--- src/hdl/frtp_pkg.sv ---
// shared types, codes and constants of the ftp reply / telnet parser
package frtp_pkg;

  localparam logic [7:0] TN_IAC  = 8'd255;
  localparam logic [7:0] TN_DONT = 8'd254;
  localparam logic [7:0] TN_DO   = 8'd253;
  localparam logic [7:0] TN_WONT = 8'd252;
  localparam logic [7:0] TN_WILL = 8'd251;
  localparam logic [7:0] CH_CR   = 8'd13;
  localparam logic [7:0] CH_LF   = 8'd10;
  localparam logic [7:0] CH_SP   = 8'd32;
  localparam logic [7:0] CH_DASH = 8'd45;
  localparam logic [7:0] CH_ZERO = 8'd48;
  localparam logic [7:0] CH_NINE = 8'd57;

  localparam logic [9:0] TIMEOUT_CODE  = 10'd421;
  localparam logic [9:0] MAX_LINE_RST  = 10'd512;
  localparam int         MIN_LINE      = 5;
  localparam int         PAT_LEN       = 29;
  localparam int         QDEPTH        = 4;

  // telnet parser phases
  localparam logic [1:0] PH_DATA = 2'd0;
  localparam logic [1:0] PH_IAC  = 2'd1;
  localparam logic [1:0] PH_OPT  = 2'd2;

  // result kinds
  localparam logic [1:0] KIND_TX   = 2'd0;
  localparam logic [1:0] KIND_TEXT = 2'd1;
  localparam logic [1:0] KIND_DONE = 2'd2;

  // reply status
  localparam logic [1:0] ST_OK      = 2'd0;
  localparam logic [1:0] ST_NOCODE  = 2'd1;
  localparam logic [1:0] ST_TIMEOUT = 2'd2;
  localparam logic [1:0] ST_LOST    = 2'd3;

  // queue entry kinds
  localparam logic OP_REPLY  = 1'b0;
  localparam logic OP_REFUSE = 1'b1;

  // configuration register indexes
  localparam logic REG_VMS      = 1'b0;
  localparam logic REG_MAX_LINE = 1'b1;

  typedef struct packed {
    logic       op;
    logic       has_text;
    logic       has_done;
    logic       dont;
    logic [7:0] byte_val;
    logic [9:0] code;
    logic [3:0] cls;
    logic [1:0] status;
  } entry_t;

  function automatic logic [7:0] pat_char(input logic [4:0] i);
    logic [7:0] c;
    unique case (i)
      5'd0:  c = "5";
      5'd1:  c = "0";
      5'd2:  c = "0";
      5'd3:  c = " ";
      5'd4:  c = "F";
      5'd5:  c = "T";
      5'd6:  c = "P";
      5'd7:  c = " ";
      5'd8:  c = "c";
      5'd9:  c = "o";
      5'd10: c = "n";
      5'd11: c = "n";
      5'd12: c = "e";
      5'd13: c = "c";
      5'd14: c = "t";
      5'd15: c = "i";
      5'd16: c = "o";
      5'd17: c = "n";
      5'd18: c = " ";
      5'd19: c = "t";
      5'd20: c = "e";
      5'd21: c = "r";
      5'd22: c = "m";
      5'd23: c = "i";
      5'd24: c = "n";
      5'd25: c = "a";
      5'd26: c = "t";
      5'd27: c = "e";
      5'd28: c = "d";
      default: c = 8'd0;
    endcase
    return c;
  endfunction

  function automatic logic is_digit(input logic [7:0] c);
    return (c >= CH_ZERO) && (c <= CH_NINE);
  endfunction

endpackage

--- src/hdl/frtp_in_if.sv ---
// byte channel into the parser
interface frtp_in_if;
  logic       valid;
  logic       ready;
  logic       func;
  logic [7:0] rx_byte;

  modport source (output valid, func, rx_byte, input ready);
  modport sink (input valid, func, rx_byte, output ready);
endinterface

--- src/hdl/frtp_out_if.sv ---
// result channel out of the parser
interface frtp_out_if;
  logic       valid;
  logic       ready;
  logic [1:0] kind;
  logic [7:0] out_byte;
  logic [9:0] reply_code;
  logic [3:0] reply_class;
  logic [1:0] status;
  logic       last;

  modport source (output valid, kind, out_byte, reply_code, reply_class, status, last,
                  input ready);
  modport sink (input valid, kind, out_byte, reply_code, reply_class, status, last,
                output ready);
endinterface

--- src/hdl/frtp_front.sv ---
// front end: telnet refusal and reply line parsing, one byte per cycle while accept is high
module frtp_front #(
  parameter int MAX_LINE = 512
) (
  input  logic                clk,
  input  logic                rst,
  input  logic                accept,
  input  logic                func,
  input  logic [7:0]          rx_byte,
  input  logic                vms_server,
  input  logic [9:0]          max_line,
  output logic                push,
  output frtp_pkg::entry_t    entry
);

  localparam int IW = $clog2(MAX_LINE);
  localparam int LW = $clog2(MAX_LINE + 1);
  localparam int CW = (LW > 10) ? LW : 10;

  logic [1:0]    telnet_phase, telnet_phase_next;
  logic          refuse_with_dont, refuse_with_dont_next;
  logic [IW-1:0] line_index, line_index_next;
  logic [7:0]    line_head [4];
  logic [7:0]    line_head_next [4];
  logic          first_line, first_line_next;
  logic [9:0]    opening_code, opening_code_next;
  logic          pattern_matching, pattern_matching_next;

  logic [CW-1:0] ml_x, lim, idx_x, idx_n_x;
  logic          store, pat_hit, has_code, done, push_c;
  logic [7:0]    sep;
  logic [3:0]    d0, d1, d2;
  logic [9:0]    code;

  always_comb begin
    ml_x = CW'(max_line);
    if (ml_x < CW'(frtp_pkg::MIN_LINE)) begin
      lim = CW'(frtp_pkg::MIN_LINE);
    end else if (ml_x > CW'(MAX_LINE)) begin
      lim = CW'(MAX_LINE);
    end else begin
      lim = ml_x;
    end
  end

  always_comb begin
    telnet_phase_next     = telnet_phase;
    refuse_with_dont_next = refuse_with_dont;
    line_index_next       = line_index;
    line_head_next        = line_head;
    first_line_next       = first_line;
    opening_code_next     = opening_code;
    pattern_matching_next = pattern_matching;
    push_c   = 1'b0;
    entry    = '0;
    idx_x    = CW'(line_index);
    idx_n_x  = '0;
    store    = 1'b0;
    pat_hit  = 1'b0;
    has_code = 1'b0;
    done     = 1'b0;
    sep      = 8'd0;
    d0       = 4'd0;
    d1       = 4'd0;
    d2       = 4'd0;
    code     = 10'd0;

    if (func) begin
      telnet_phase_next     = frtp_pkg::PH_DATA;
      refuse_with_dont_next = 1'b0;
      line_index_next       = '0;
      line_head_next        = '{default: 8'd0};
      first_line_next       = 1'b1;
      opening_code_next     = 10'd0;
      pattern_matching_next = 1'b1;
      push_c          = 1'b1;
      entry.op        = frtp_pkg::OP_REPLY;
      entry.has_done  = 1'b1;
      entry.status    = frtp_pkg::ST_LOST;
    end else begin
      unique case (telnet_phase)
        frtp_pkg::PH_IAC: begin
          if (rx_byte == frtp_pkg::TN_DO || rx_byte == frtp_pkg::TN_DONT) begin
            refuse_with_dont_next = 1'b1;
            telnet_phase_next     = frtp_pkg::PH_OPT;
          end else if (rx_byte == frtp_pkg::TN_WILL || rx_byte == frtp_pkg::TN_WONT) begin
            refuse_with_dont_next = 1'b0;
            telnet_phase_next     = frtp_pkg::PH_OPT;
          end else begin
            telnet_phase_next = frtp_pkg::PH_DATA;
          end
        end
        frtp_pkg::PH_OPT: begin
          push_c            = 1'b1;
          entry.op          = frtp_pkg::OP_REFUSE;
          entry.dont        = refuse_with_dont;
          entry.byte_val    = rx_byte;
          telnet_phase_next = frtp_pkg::PH_DATA;
        end
        default: begin
          if (rx_byte == frtp_pkg::TN_IAC) begin
            telnet_phase_next = frtp_pkg::PH_IAC;
          end else begin
            telnet_phase_next = frtp_pkg::PH_DATA;
            store = (rx_byte != frtp_pkg::CH_CR) && (idx_x < lim - CW'(1));
            if (store) begin
              if (idx_x < CW'(4)) begin
                line_head_next[idx_x[1:0]] = rx_byte;
              end
              if (idx_x < CW'(frtp_pkg::PAT_LEN) &&
                  rx_byte != frtp_pkg::pat_char(idx_x[4:0])) begin
                pattern_matching_next = 1'b0;
              end
              line_index_next = line_index + IW'(1);
              push_c          = 1'b1;
              entry.has_text  = 1'b1;
              entry.byte_val  = rx_byte;
            end
            if (rx_byte == frtp_pkg::CH_LF) begin
              idx_n_x = CW'(line_index_next);
              pat_hit = pattern_matching_next && (idx_n_x >= CW'(frtp_pkg::PAT_LEN));
              sep     = line_head_next[3];
              has_code = (idx_n_x >= CW'(4)) &&
                         (sep == frtp_pkg::CH_SP || sep == frtp_pkg::CH_DASH) &&
                         frtp_pkg::is_digit(line_head_next[0]) &&
                         frtp_pkg::is_digit(line_head_next[1]) &&
                         frtp_pkg::is_digit(line_head_next[2]);
              d0 = line_head_next[0][3:0];
              d1 = line_head_next[1][3:0];
              d2 = line_head_next[2][3:0];
              if (has_code) begin
                code = 10'(d0) * 10'd100 + 10'(d1) * 10'd10 + 10'(d2);
              end
              if (first_line) begin
                if (code == 10'd0) begin
                  push_c         = 1'b1;
                  entry.has_done = 1'b1;
                  entry.status   = frtp_pkg::ST_NOCODE;
                end else if (sep == frtp_pkg::CH_DASH) begin
                  opening_code_next = code;
                  first_line_next   = 1'b0;
                end else begin
                  done = 1'b1;
                end
              end else if (code == opening_code && sep == frtp_pkg::CH_SP) begin
                done = 1'b1;
              end
              if (done) begin
                push_c         = 1'b1;
                entry.has_done = 1'b1;
                entry.code     = code;
                // a nonzero code always comes from three digits, so the class is the first
                entry.cls      = has_code ? d0 : 4'd0;
                entry.status   = (code == frtp_pkg::TIMEOUT_CODE || (vms_server && pat_hit)) ?
                                 frtp_pkg::ST_TIMEOUT : frtp_pkg::ST_OK;
                first_line_next = 1'b1;
              end
              line_index_next       = '0;
              pattern_matching_next = 1'b1;
            end
          end
        end
      endcase
    end
  end

  assign push = accept && push_c;

  always_ff @(posedge clk) begin
    if (rst) begin
      telnet_phase     <= frtp_pkg::PH_DATA;
      refuse_with_dont <= 1'b0;
      line_index       <= '0;
      line_head        <= '{default: 8'd0};
      first_line       <= 1'b1;
      opening_code     <= 10'd0;
      pattern_matching <= 1'b1;
    end else if (accept) begin
      telnet_phase     <= telnet_phase_next;
      refuse_with_dont <= refuse_with_dont_next;
      line_index       <= line_index_next;
      line_head        <= line_head_next;
      first_line       <= first_line_next;
      opening_code     <= opening_code_next;
      pattern_matching <= pattern_matching_next;
    end
  end

endmodule

--- src/hdl/frtp_queue.sv ---
// short queue of classified entries between front and back
module frtp_queue (
  input  logic             clk,
  input  logic             rst,
  input  logic             push,
  input  frtp_pkg::entry_t push_entry,
  input  logic             pop,
  output logic             full,
  output logic             nonempty,
  output frtp_pkg::entry_t head
);

  localparam int PW = $clog2(frtp_pkg::QDEPTH);
  localparam int CNTW = $clog2(frtp_pkg::QDEPTH + 1);

  frtp_pkg::entry_t mem [frtp_pkg::QDEPTH];
  logic [PW-1:0]    wr_ptr, rd_ptr;
  logic [CNTW-1:0]  count;
  logic             do_push, do_pop;

  assign full     = (count == CNTW'(frtp_pkg::QDEPTH));
  assign nonempty = (count != '0);
  assign head     = mem[rd_ptr];
  assign do_push  = push && !full;
  assign do_pop   = pop && nonempty;

  always_ff @(posedge clk) begin
    if (do_push) begin
      mem[wr_ptr] <= push_entry;
    end
  end

  always_ff @(posedge clk) begin
    if (rst) begin
      wr_ptr <= '0;
      rd_ptr <= '0;
      count  <= '0;
    end else begin
      if (do_push) begin
        wr_ptr <= wr_ptr + PW'(1);
      end
      if (do_pop) begin
        rd_ptr <= rd_ptr + PW'(1);
      end
      case ({do_push, do_pop})
        2'b10:   count <= count + CNTW'(1);
        2'b01:   count <= count - CNTW'(1);
        default: count <= count;
      endcase
    end
  end

endmodule

--- src/hdl/frtp_back.sv ---
// back end: expands queue entries into result beats through an output register
module frtp_back (
  input  logic              clk,
  input  logic              rst,
  input  logic              nonempty,
  input  frtp_pkg::entry_t  head,
  output logic              pop,
  frtp_out_if.source        res
);

  logic [1:0] sub;
  logic [1:0] n_res;
  logic       load, final_beat;
  logic       out_valid;
  logic [1:0] kind_c, status_c;
  logic [7:0] byte_c;
  logic [9:0] code_c;
  logic [3:0] cls_c;

  always_comb begin
    kind_c   = frtp_pkg::KIND_DONE;
    byte_c   = 8'd0;
    code_c   = 10'd0;
    cls_c    = 4'd0;
    status_c = frtp_pkg::ST_OK;
    if (head.op == frtp_pkg::OP_REFUSE) begin
      n_res  = 2'd3;
      kind_c = frtp_pkg::KIND_TX;
      case (sub)
        2'd0:    byte_c = frtp_pkg::TN_IAC;
        2'd1:    byte_c = head.dont ? frtp_pkg::TN_DONT : frtp_pkg::TN_WONT;
        default: byte_c = head.byte_val;
      endcase
    end else begin
      n_res = 2'(head.has_text) + 2'(head.has_done);
      if (head.has_text && sub == 2'd0) begin
        kind_c = frtp_pkg::KIND_TEXT;
        byte_c = head.byte_val;
      end else begin
        code_c   = head.code;
        cls_c    = head.cls;
        status_c = head.status;
      end
    end
  end

  assign final_beat = (sub == n_res - 2'd1);
  assign load       = nonempty && (!out_valid || res.ready);
  assign pop        = load && final_beat;
  assign res.valid  = out_valid;

  always_ff @(posedge clk) begin
    if (rst) begin
      out_valid <= 1'b0;
      sub       <= 2'd0;
    end else begin
      if (load) begin
        out_valid <= 1'b1;
        sub       <= final_beat ? 2'd0 : sub + 2'd1;
      end else if (res.ready) begin
        out_valid <= 1'b0;
      end
    end
  end

  always_ff @(posedge clk) begin
    if (load) begin
      res.kind        <= kind_c;
      res.out_byte    <= byte_c;
      res.reply_code  <= code_c;
      res.reply_class <= cls_c;
      res.status      <= status_c;
      res.last        <= final_beat;
    end
  end

endmodule

--- src/hdl/ftp_reply_telnet_parser.sv ---
// top level of the ftp control reply parser with telnet option refusal
//
// byte_ch carries one control-connection byte per beat (func 0), or a
// connection-lost event (func 1). result_ch carries result beats: bytes to
// transmit back (telnet refusals), stored reply text, and reply-finished
// beats with code, class and status; last marks the final beat of a byte.
// The apb port holds vms_server at address 0 and max_line at address 4.
//
// The front parser takes one byte per cycle while the queue is not full and
// writes classified entries into a four-entry queue; the back end turns each
// entry into one to three result beats, one per cycle while result_ch is
// ready, through an output register; a result passes through the queue and
// the output register. Sustained rate is one byte per cycle when each byte
// yields at most one beat and result_ch stays ready; a telnet refusal yields three beats.
// byte_ch.ready drops only when the queue is full, so a stalled receiver
// holds its beat and backs up into the queue, then into the source.
// Reset (rst, synchronous) empties the queue, clears the parse state and
// sets vms_server to 0 and max_line to 512.
module ftp_reply_telnet_parser #(
  parameter int MAX_LINE = 512
) (
  input  logic        clk,
  input  logic        rst,
  frtp_in_if.sink     byte_ch,
  frtp_out_if.source  result_ch,
  input  logic        psel,
  input  logic        penable,
  input  logic        pwrite,
  input  logic [2:0]  paddr,
  input  logic [31:0] pwdata,
  output logic [31:0] prdata,
  output logic        pready
);

  logic             vms_server;
  logic [9:0]       max_line;
  logic             accept, push, pop, full, nonempty, cfg_wr;
  frtp_pkg::entry_t push_entry, head;

  assign pready = 1'b1;
  assign cfg_wr = psel && penable && pwrite && pready;
  assign prdata = (paddr[2] == frtp_pkg::REG_MAX_LINE) ? 32'(max_line) : 32'(vms_server);

  always_ff @(posedge clk) begin
    if (rst) begin
      vms_server <= 1'b0;
      max_line   <= frtp_pkg::MAX_LINE_RST;
    end else if (cfg_wr) begin
      if (paddr[2] == frtp_pkg::REG_VMS) begin
        vms_server <= pwdata[0];
      end else begin
        max_line <= pwdata[9:0];
      end
    end
  end

  assign byte_ch.ready = !full;
  assign accept        = byte_ch.valid && byte_ch.ready;

  frtp_front #(.MAX_LINE(MAX_LINE)) u_front (
    .clk        (clk),
    .rst        (rst),
    .accept     (accept),
    .func       (byte_ch.func),
    .rx_byte    (byte_ch.rx_byte),
    .vms_server (vms_server),
    .max_line   (max_line),
    .push       (push),
    .entry      (push_entry)
  );

  frtp_queue u_queue (
    .clk        (clk),
    .rst        (rst),
    .push       (push),
    .push_entry (push_entry),
    .pop        (pop),
    .full       (full),
    .nonempty   (nonempty),
    .head       (head)
  );

  frtp_back u_back (
    .clk      (clk),
    .rst      (rst),
    .nonempty (nonempty),
    .head     (head),
    .pop      (pop),
    .res      (result_ch)
  );

endmodule

--- src/flat_wrapper.sv ---
// flat-port wrapper written by rule: the top's interface ports become plain ports
module ftp_reply_telnet_parser_flat 
#(
  parameter int MAX_LINE = 512
)
  (clk, rst, psel, penable, pwrite, paddr, pwdata, prdata, pready, byte_ch_valid, byte_ch_func, byte_ch_rx_byte, byte_ch_ready, result_ch_valid, result_ch_kind, result_ch_out_byte, result_ch_reply_code, result_ch_reply_class, result_ch_status, result_ch_last, result_ch_ready);
  frtp_in_if byte_ch_i ();
  frtp_out_if result_ch_i ();
  input  logic clk;
  input  logic rst;
  input  logic psel;
  input  logic penable;
  input  logic pwrite;
  input  logic [2:0] paddr;
  input  logic [31:0] pwdata;
  output logic [31:0] prdata;
  output logic pready;
  input wire logic [$bits(byte_ch_i.valid)-1:0] byte_ch_valid;
  input wire logic [$bits(byte_ch_i.func)-1:0] byte_ch_func;
  input wire logic [$bits(byte_ch_i.rx_byte)-1:0] byte_ch_rx_byte;
  output wire logic [$bits(byte_ch_i.ready)-1:0] byte_ch_ready;
  output wire logic [$bits(result_ch_i.valid)-1:0] result_ch_valid;
  output wire logic [$bits(result_ch_i.kind)-1:0] result_ch_kind;
  output wire logic [$bits(result_ch_i.out_byte)-1:0] result_ch_out_byte;
  output wire logic [$bits(result_ch_i.reply_code)-1:0] result_ch_reply_code;
  output wire logic [$bits(result_ch_i.reply_class)-1:0] result_ch_reply_class;
  output wire logic [$bits(result_ch_i.status)-1:0] result_ch_status;
  output wire logic [$bits(result_ch_i.last)-1:0] result_ch_last;
  input wire logic [$bits(result_ch_i.ready)-1:0] result_ch_ready;
  assign byte_ch_i.valid = byte_ch_valid;
  assign byte_ch_i.func = byte_ch_func;
  assign byte_ch_i.rx_byte = byte_ch_rx_byte;
  assign byte_ch_ready = byte_ch_i.ready;
  assign result_ch_valid = result_ch_i.valid;
  assign result_ch_kind = result_ch_i.kind;
  assign result_ch_out_byte = result_ch_i.out_byte;
  assign result_ch_reply_code = result_ch_i.reply_code;
  assign result_ch_reply_class = result_ch_i.reply_class;
  assign result_ch_status = result_ch_i.status;
  assign result_ch_last = result_ch_i.last;
  assign result_ch_i.ready = result_ch_ready;
  ftp_reply_telnet_parser #(.MAX_LINE(MAX_LINE)) u_core (.clk(clk), .rst(rst), .byte_ch(byte_ch_i), .result_ch(result_ch_i), .psel(psel), .penable(penable), .pwrite(pwrite), .paddr(paddr), .pwdata(pwdata), .prdata(prdata), .pready(pready));
endmodule
--- config.mk ---
export PLATFORM = sky130hd
export DESIGN_NAME = ftp_reply_telnet_parser_flat
export DESIGN_NICKNAME = d
export VERILOG_FILES = /design/src/hdl/frtp_pkg.sv /design/src/hdl/frtp_in_if.sv /design/src/hdl/frtp_out_if.sv /design/src/hdl/frtp_front.sv /design/src/hdl/frtp_queue.sv /design/src/hdl/frtp_back.sv /design/src/hdl/ftp_reply_telnet_parser.sv /design/src/flat_wrapper.sv
export SDC_FILE = /design/constraint.sdc
export NUM_CORES = 1
export LEC_CHECK = 0
export ABC_CLOCK_PERIOD_IN_PS = 10300
export BUFFER_PORTS_ARGS = -buffer_cell sky130_fd_sc_hd__buf_2
export CORE_ASPECT_RATIO = 0.8
export CORE_MARGIN = 2
export CORE_UTILIZATION = 45
export CTS_BUF_LIST = sky130_fd_sc_hd__clkbuf_4 sky130_fd_sc_hd__clkbuf_8
export DETAILED_ROUTE_END_ITERATION = 6
export PLACE_DENSITY = 0.73
export SLEW_MARGIN = 20
export SYNTH_ARGS = -nofsm -noshare
export SYNTH_HDL_FRONTEND = slang
export SYNTH_SLANG_ARGS = --single-unit
--- constraint.sdc ---
create_clock -name clk -period 10.3 [get_ports clk]
set_input_delay 1.03 -clock clk [delete_from_list [all_inputs] [get_ports clk]]
set_output_delay 1.03 -clock clk [all_outputs]
set_load 0.02 [all_outputs]
==> flow_summary.json <==
{
  "min_from": "u_core.vms_server$_SDFFE_PP0P_",
  "synth-compound-area-share_pct": 12.2,
  "final_design_area_no_fill_um2": 13100,
  "grt_max_degree": 72,
  "cp.required_ps": 10760,
  "ant_nets": 0,
  "grt_pass1_wl_mm": 41.6,
  "crit_type": "reg2reg",
  "drt_wl_total_mm": 25.4,
  "switchingPower_mw": 0.813,
  "p_per_area_nw_per_um2": 197,
  "drive_gt1_share_pct": 15.4,
  "synth_area_leaders": "edfxtp_1 (35%), dfxtp_1 (15%), ha_1 (5.7%), mux4_2 (5.3%), nor2_1 (4.3%)",
  "tns_ps": 0,
  "cts_max_path_buffers": 3,
  "fp.dieArea_um2": 27700,
  "drt_pass1_iterations": 5,
  "cts_buffers": 34,
  "grt_usage_pct": 18.7,
  "switching_share_pct": 31.6,
  "nets": 1295,
  "n_antenna_cell": 0,
  "wl_per_cell_um": 16.2,
  "synth_simple_gate_area_share_pct": 17.0,
  "cts.sinks": 225,
  "grt.busiest_layer": "met2",
  "vias": 8685,
  "yosysSeqAreaShare_pct": 49.8,
  "reg2reg_from": "u_core.max_line[6]$_SDFFE_PP0P_",
  "arrival_ps": 9980,
  "synth_mux_area_share_pct": 6.80,
  "ys_ff_latch": 225,
  "drc": 0,
  "synth-xor-area-share_pct": 3.03,
  "internal-power_mw": 1.76,
  "grt.overflow.total": 0,
  "dp_cells": 1505,
  "yosys_warnings": 0,
  "final_max_slew_viol_count": 0,
  "cp-startpoint": "u_core.max_line[6]$_SDFFE_PP0P_",
  "cp-start-kind": "flip-flop",
  "fmax_mhz": 105,
  "outcome": "finished clean",
  "tritoncts": "done",
  "clk_pin_slew_ps": 60,
  "ys.flop_type": "edfxtp_1",
  "async_reset_ff_share_pct": 0,
  "synth.avg_cell_area_um2": 10.5,
  "ir_drop_mv": 0.0955,
  "use_met1_pct": 26.9,
  "clockPowerShare_pct": 28.4,
  "grtUsageMet3_pct": 3.13,
  "fin_util_pct": 50.1,
  "areaGrowthSynthToFinish_pct": 10.2,
  "dp_hpwl_mm": 17.0,
  "critical_path.max_stage_delay_ps": 610,
  "pwr-share-seq_pct": 45.5,
  "ys_types": 83,
  "synth_top_cell_by_area": "edfxtp_1",
  "fillers": 2299,
  "p_leak_nw": 4.89,
  "worstMarginPinSlew_ps": 1010,
  "avgViaCountPerCell": 5.55,
  "drt_iter0_drc": 712,
  "clock-root-buffer": "clkbuf_8",
  "clk_latency_ps": 530,
  "io_pins": 113,
  "grtUsageMet2_pct": 29.2,
  "synth_fa_ha_area_share_pct": 6.55,
  "combPwrFrac_pct": 26.1,
  "antenna_found_initial": 0,
  "portBuffers": 65,
  "initial_core_util_pct": 45.5,
  "synth_area_um2": 11900,
  "place_ws_ps": 832,
  "min_period_over_period_pct": 92.5,
  "gp_congestion": 0.901,
  "synth_top_family_by_area": "simple AND/OR/NAND/NOR gates",
  "finalWorstSetupSlack_ps": 776,
  "hold_viol_final": 0,
  "layout.cells.non_filler": 1565,
  "design.core.area_um2": 26100,
  "die_h_um": 149,
  "crit_path_frequent_cell": "ha_1",
  "h-tree-depth": 2,
  "maxCapViolations": 0,
  "rsz0062_at_grt": "false",
  "synthCells": 1128,
  "fp.dieW_um": 185,
  "clock_skew_ps": 15.9,
  "relSlewSlack_pct": 32.5,
  "cts.hold.buffers_added": 0,
  "hold_path_class": "reg2reg",
  "cp-end-kind": "flip-flop",
  "rows": 53,
  "dpl-instance-area_um2": 12400,
  "crit_slowest_cell": "a211oi_1",
  "finalSetupViolCount": 0,
  "worstPathMaxFanout": 9,
  "grt_pass1_vias": 8160,
  "yosys.area.top_type_share_pct": 35.2,
  "timing.final.crit_period_ps": 9520,
  "synth_edf_count": 139
}
==> final cells by class <==
cell class | count | area, um2 | area share (%)
timing repair buffer | 75 | 398 | 3.05
tap | 357 | 447 | 3.42
sequential | 225 | 5900 | 45.1
clock buffer | 51 | 627 | 4.80
clock inverter | 8 | 45.0 | 0.345
inverter | 43 | 161 | 1.24
multi-input combinational | 806 | 5490 | 42.0
==> state kept, by name (all words and copies together), names as in the netlist, 2 cells and up, named ones only <==
register / flops
u_core.u_back.sub: 2
u_core.u_front.opening_code: 10
u_core.u_front.telnet_phase: 2
u_core.u_back.res.reply_code: 10
u_core.u_back.res.kind: 2
u_core.u_front.line_index: 9
u_core.u_queue.mem: 112
u_core.u_queue.rd_ptr: 2
u_core.u_queue.wr_ptr: 2
u_core.u_back.res.reply_class: 4
u_core.u_back.res.out_byte: 8
u_core.max_line: 10
u_core.u_back.res.status: 2
u_core.u_queue.count: 3
u_core.u_front.line_head: 32
==> critical path, delay by kind of cell (launching register included) <==
kind | cells | cell delay [ps]
compound gates | 12 | 3020
fa+ha+maj | 9 | 2810
simple gates | 9 | 2310
mux | 1 | 420
flops | 1 | 370
xor+xnor | 2 | 340
buf+inv | 2 | 190
==> kinds of logic after synthesis <==
logic type,after synthesis
AO/OA/AOI/OAI,219
XOR/XNOR,41
adder cells (fa/ha/maj),59
buffers and inverters,118
flip-flops,225
multiplexers,44
other,2
AND/OR/NAND/NOR,420
==> Yosys cell counts, drive strengths merged, types with 7 or more instances <==
master	instances
and3	18
buf	38
and2	17
xnor2	23
a21oi	78
mux2i	7
a22oi	24
nor2	135
nor3	33
or3	10
nand3	33
a211oi	7
nand2	103
nand2b	10
xor2	18
o21ai	36
mux4	28
edfxtp	139
dfxtp	86
nor4	11
inv	42
a31oi	7
clkbuf	37
mux2	9
nand4	8
nor2b	20
ha	54
==> metrics by stage <==
stage	hold WS, ps	total power, mW
after floorplan	424	1.69
after global placement	453	1.85
after detailed placement	468	1.86
after CTS	477	2.59
after global routing	502	2.72
final	476	2.57
==> worst paths after layout <==
check	end	slack, ps	cells past startpoint
worst max-delay path	u_core.u_queue.count[2]$_SDFFE_PP0P_	780	35
worst min register to register	u_core.vms_server$_SDFFE_PP0P_	480	2
worst min-delay path	u_core.vms_server$_SDFFE_PP0P_	480	2
worst max register to register	u_core.u_queue.count[2]$_SDFFE_PP0P_	780	35
==> power groups by stage <==
stage / Combinational, mW / Clock [mW] / Sequential, mW
after floorplan: 0.451 / 0 / 1.24
after global placement: 0.657 / 0 / 1.19
after detailed placement: 0.668 / 0 / 1.19
after CTS: 0.673 / 0.747 / 1.17
after global routing: 0.744 / 0.783 / 1.19
final: 0.671 / 0.729 / 1.17
==> what timing repair did <==
item | 4_1_cts | 5_1_grt
setup endpoints to repair | 0 | 1
resized for setup | 0 | 1
buffers inserted | 0 | 0
==> layer usage <==
| layer | vias up | wire [um] |
|---|---|---|
| li1 | 4194 | - |
| met1 | 4151 | 11800 |
| met2 | 310 | 11600 |
| met3 | 30 | 1640 |
| met4 | 0 | 395 |
| met5 | - | 0 |
==> placed cells by master (no fill, tap or decap), types with 9 or more instances in the layout <==
cell type,synthesis,layout
edfxtp_1,139,139
nor2_1,135,135
nand2_1,103,103
dfxtp_1,86,85
a21oi_1,78,78
buf_2,6,66
ha_1,54,54
inv_1,42,41
clkbuf_8,0,39
o21ai_0,35,35
nor3_1,33,33
nand3_1,33,33
mux4_2,28,28
a22oi_1,24,24
xnor2_1,23,23
conb_1,2,23
nor2b_1,20,20
and3_1,18,18
xor2_1,18,18
and2_1,17,17
clkbuf_4,0,12
nor4_1,10,10
or3_1,10,10
nand2b_1,9,9
buf_4,25,9
(Power assumes the default switching activity.)
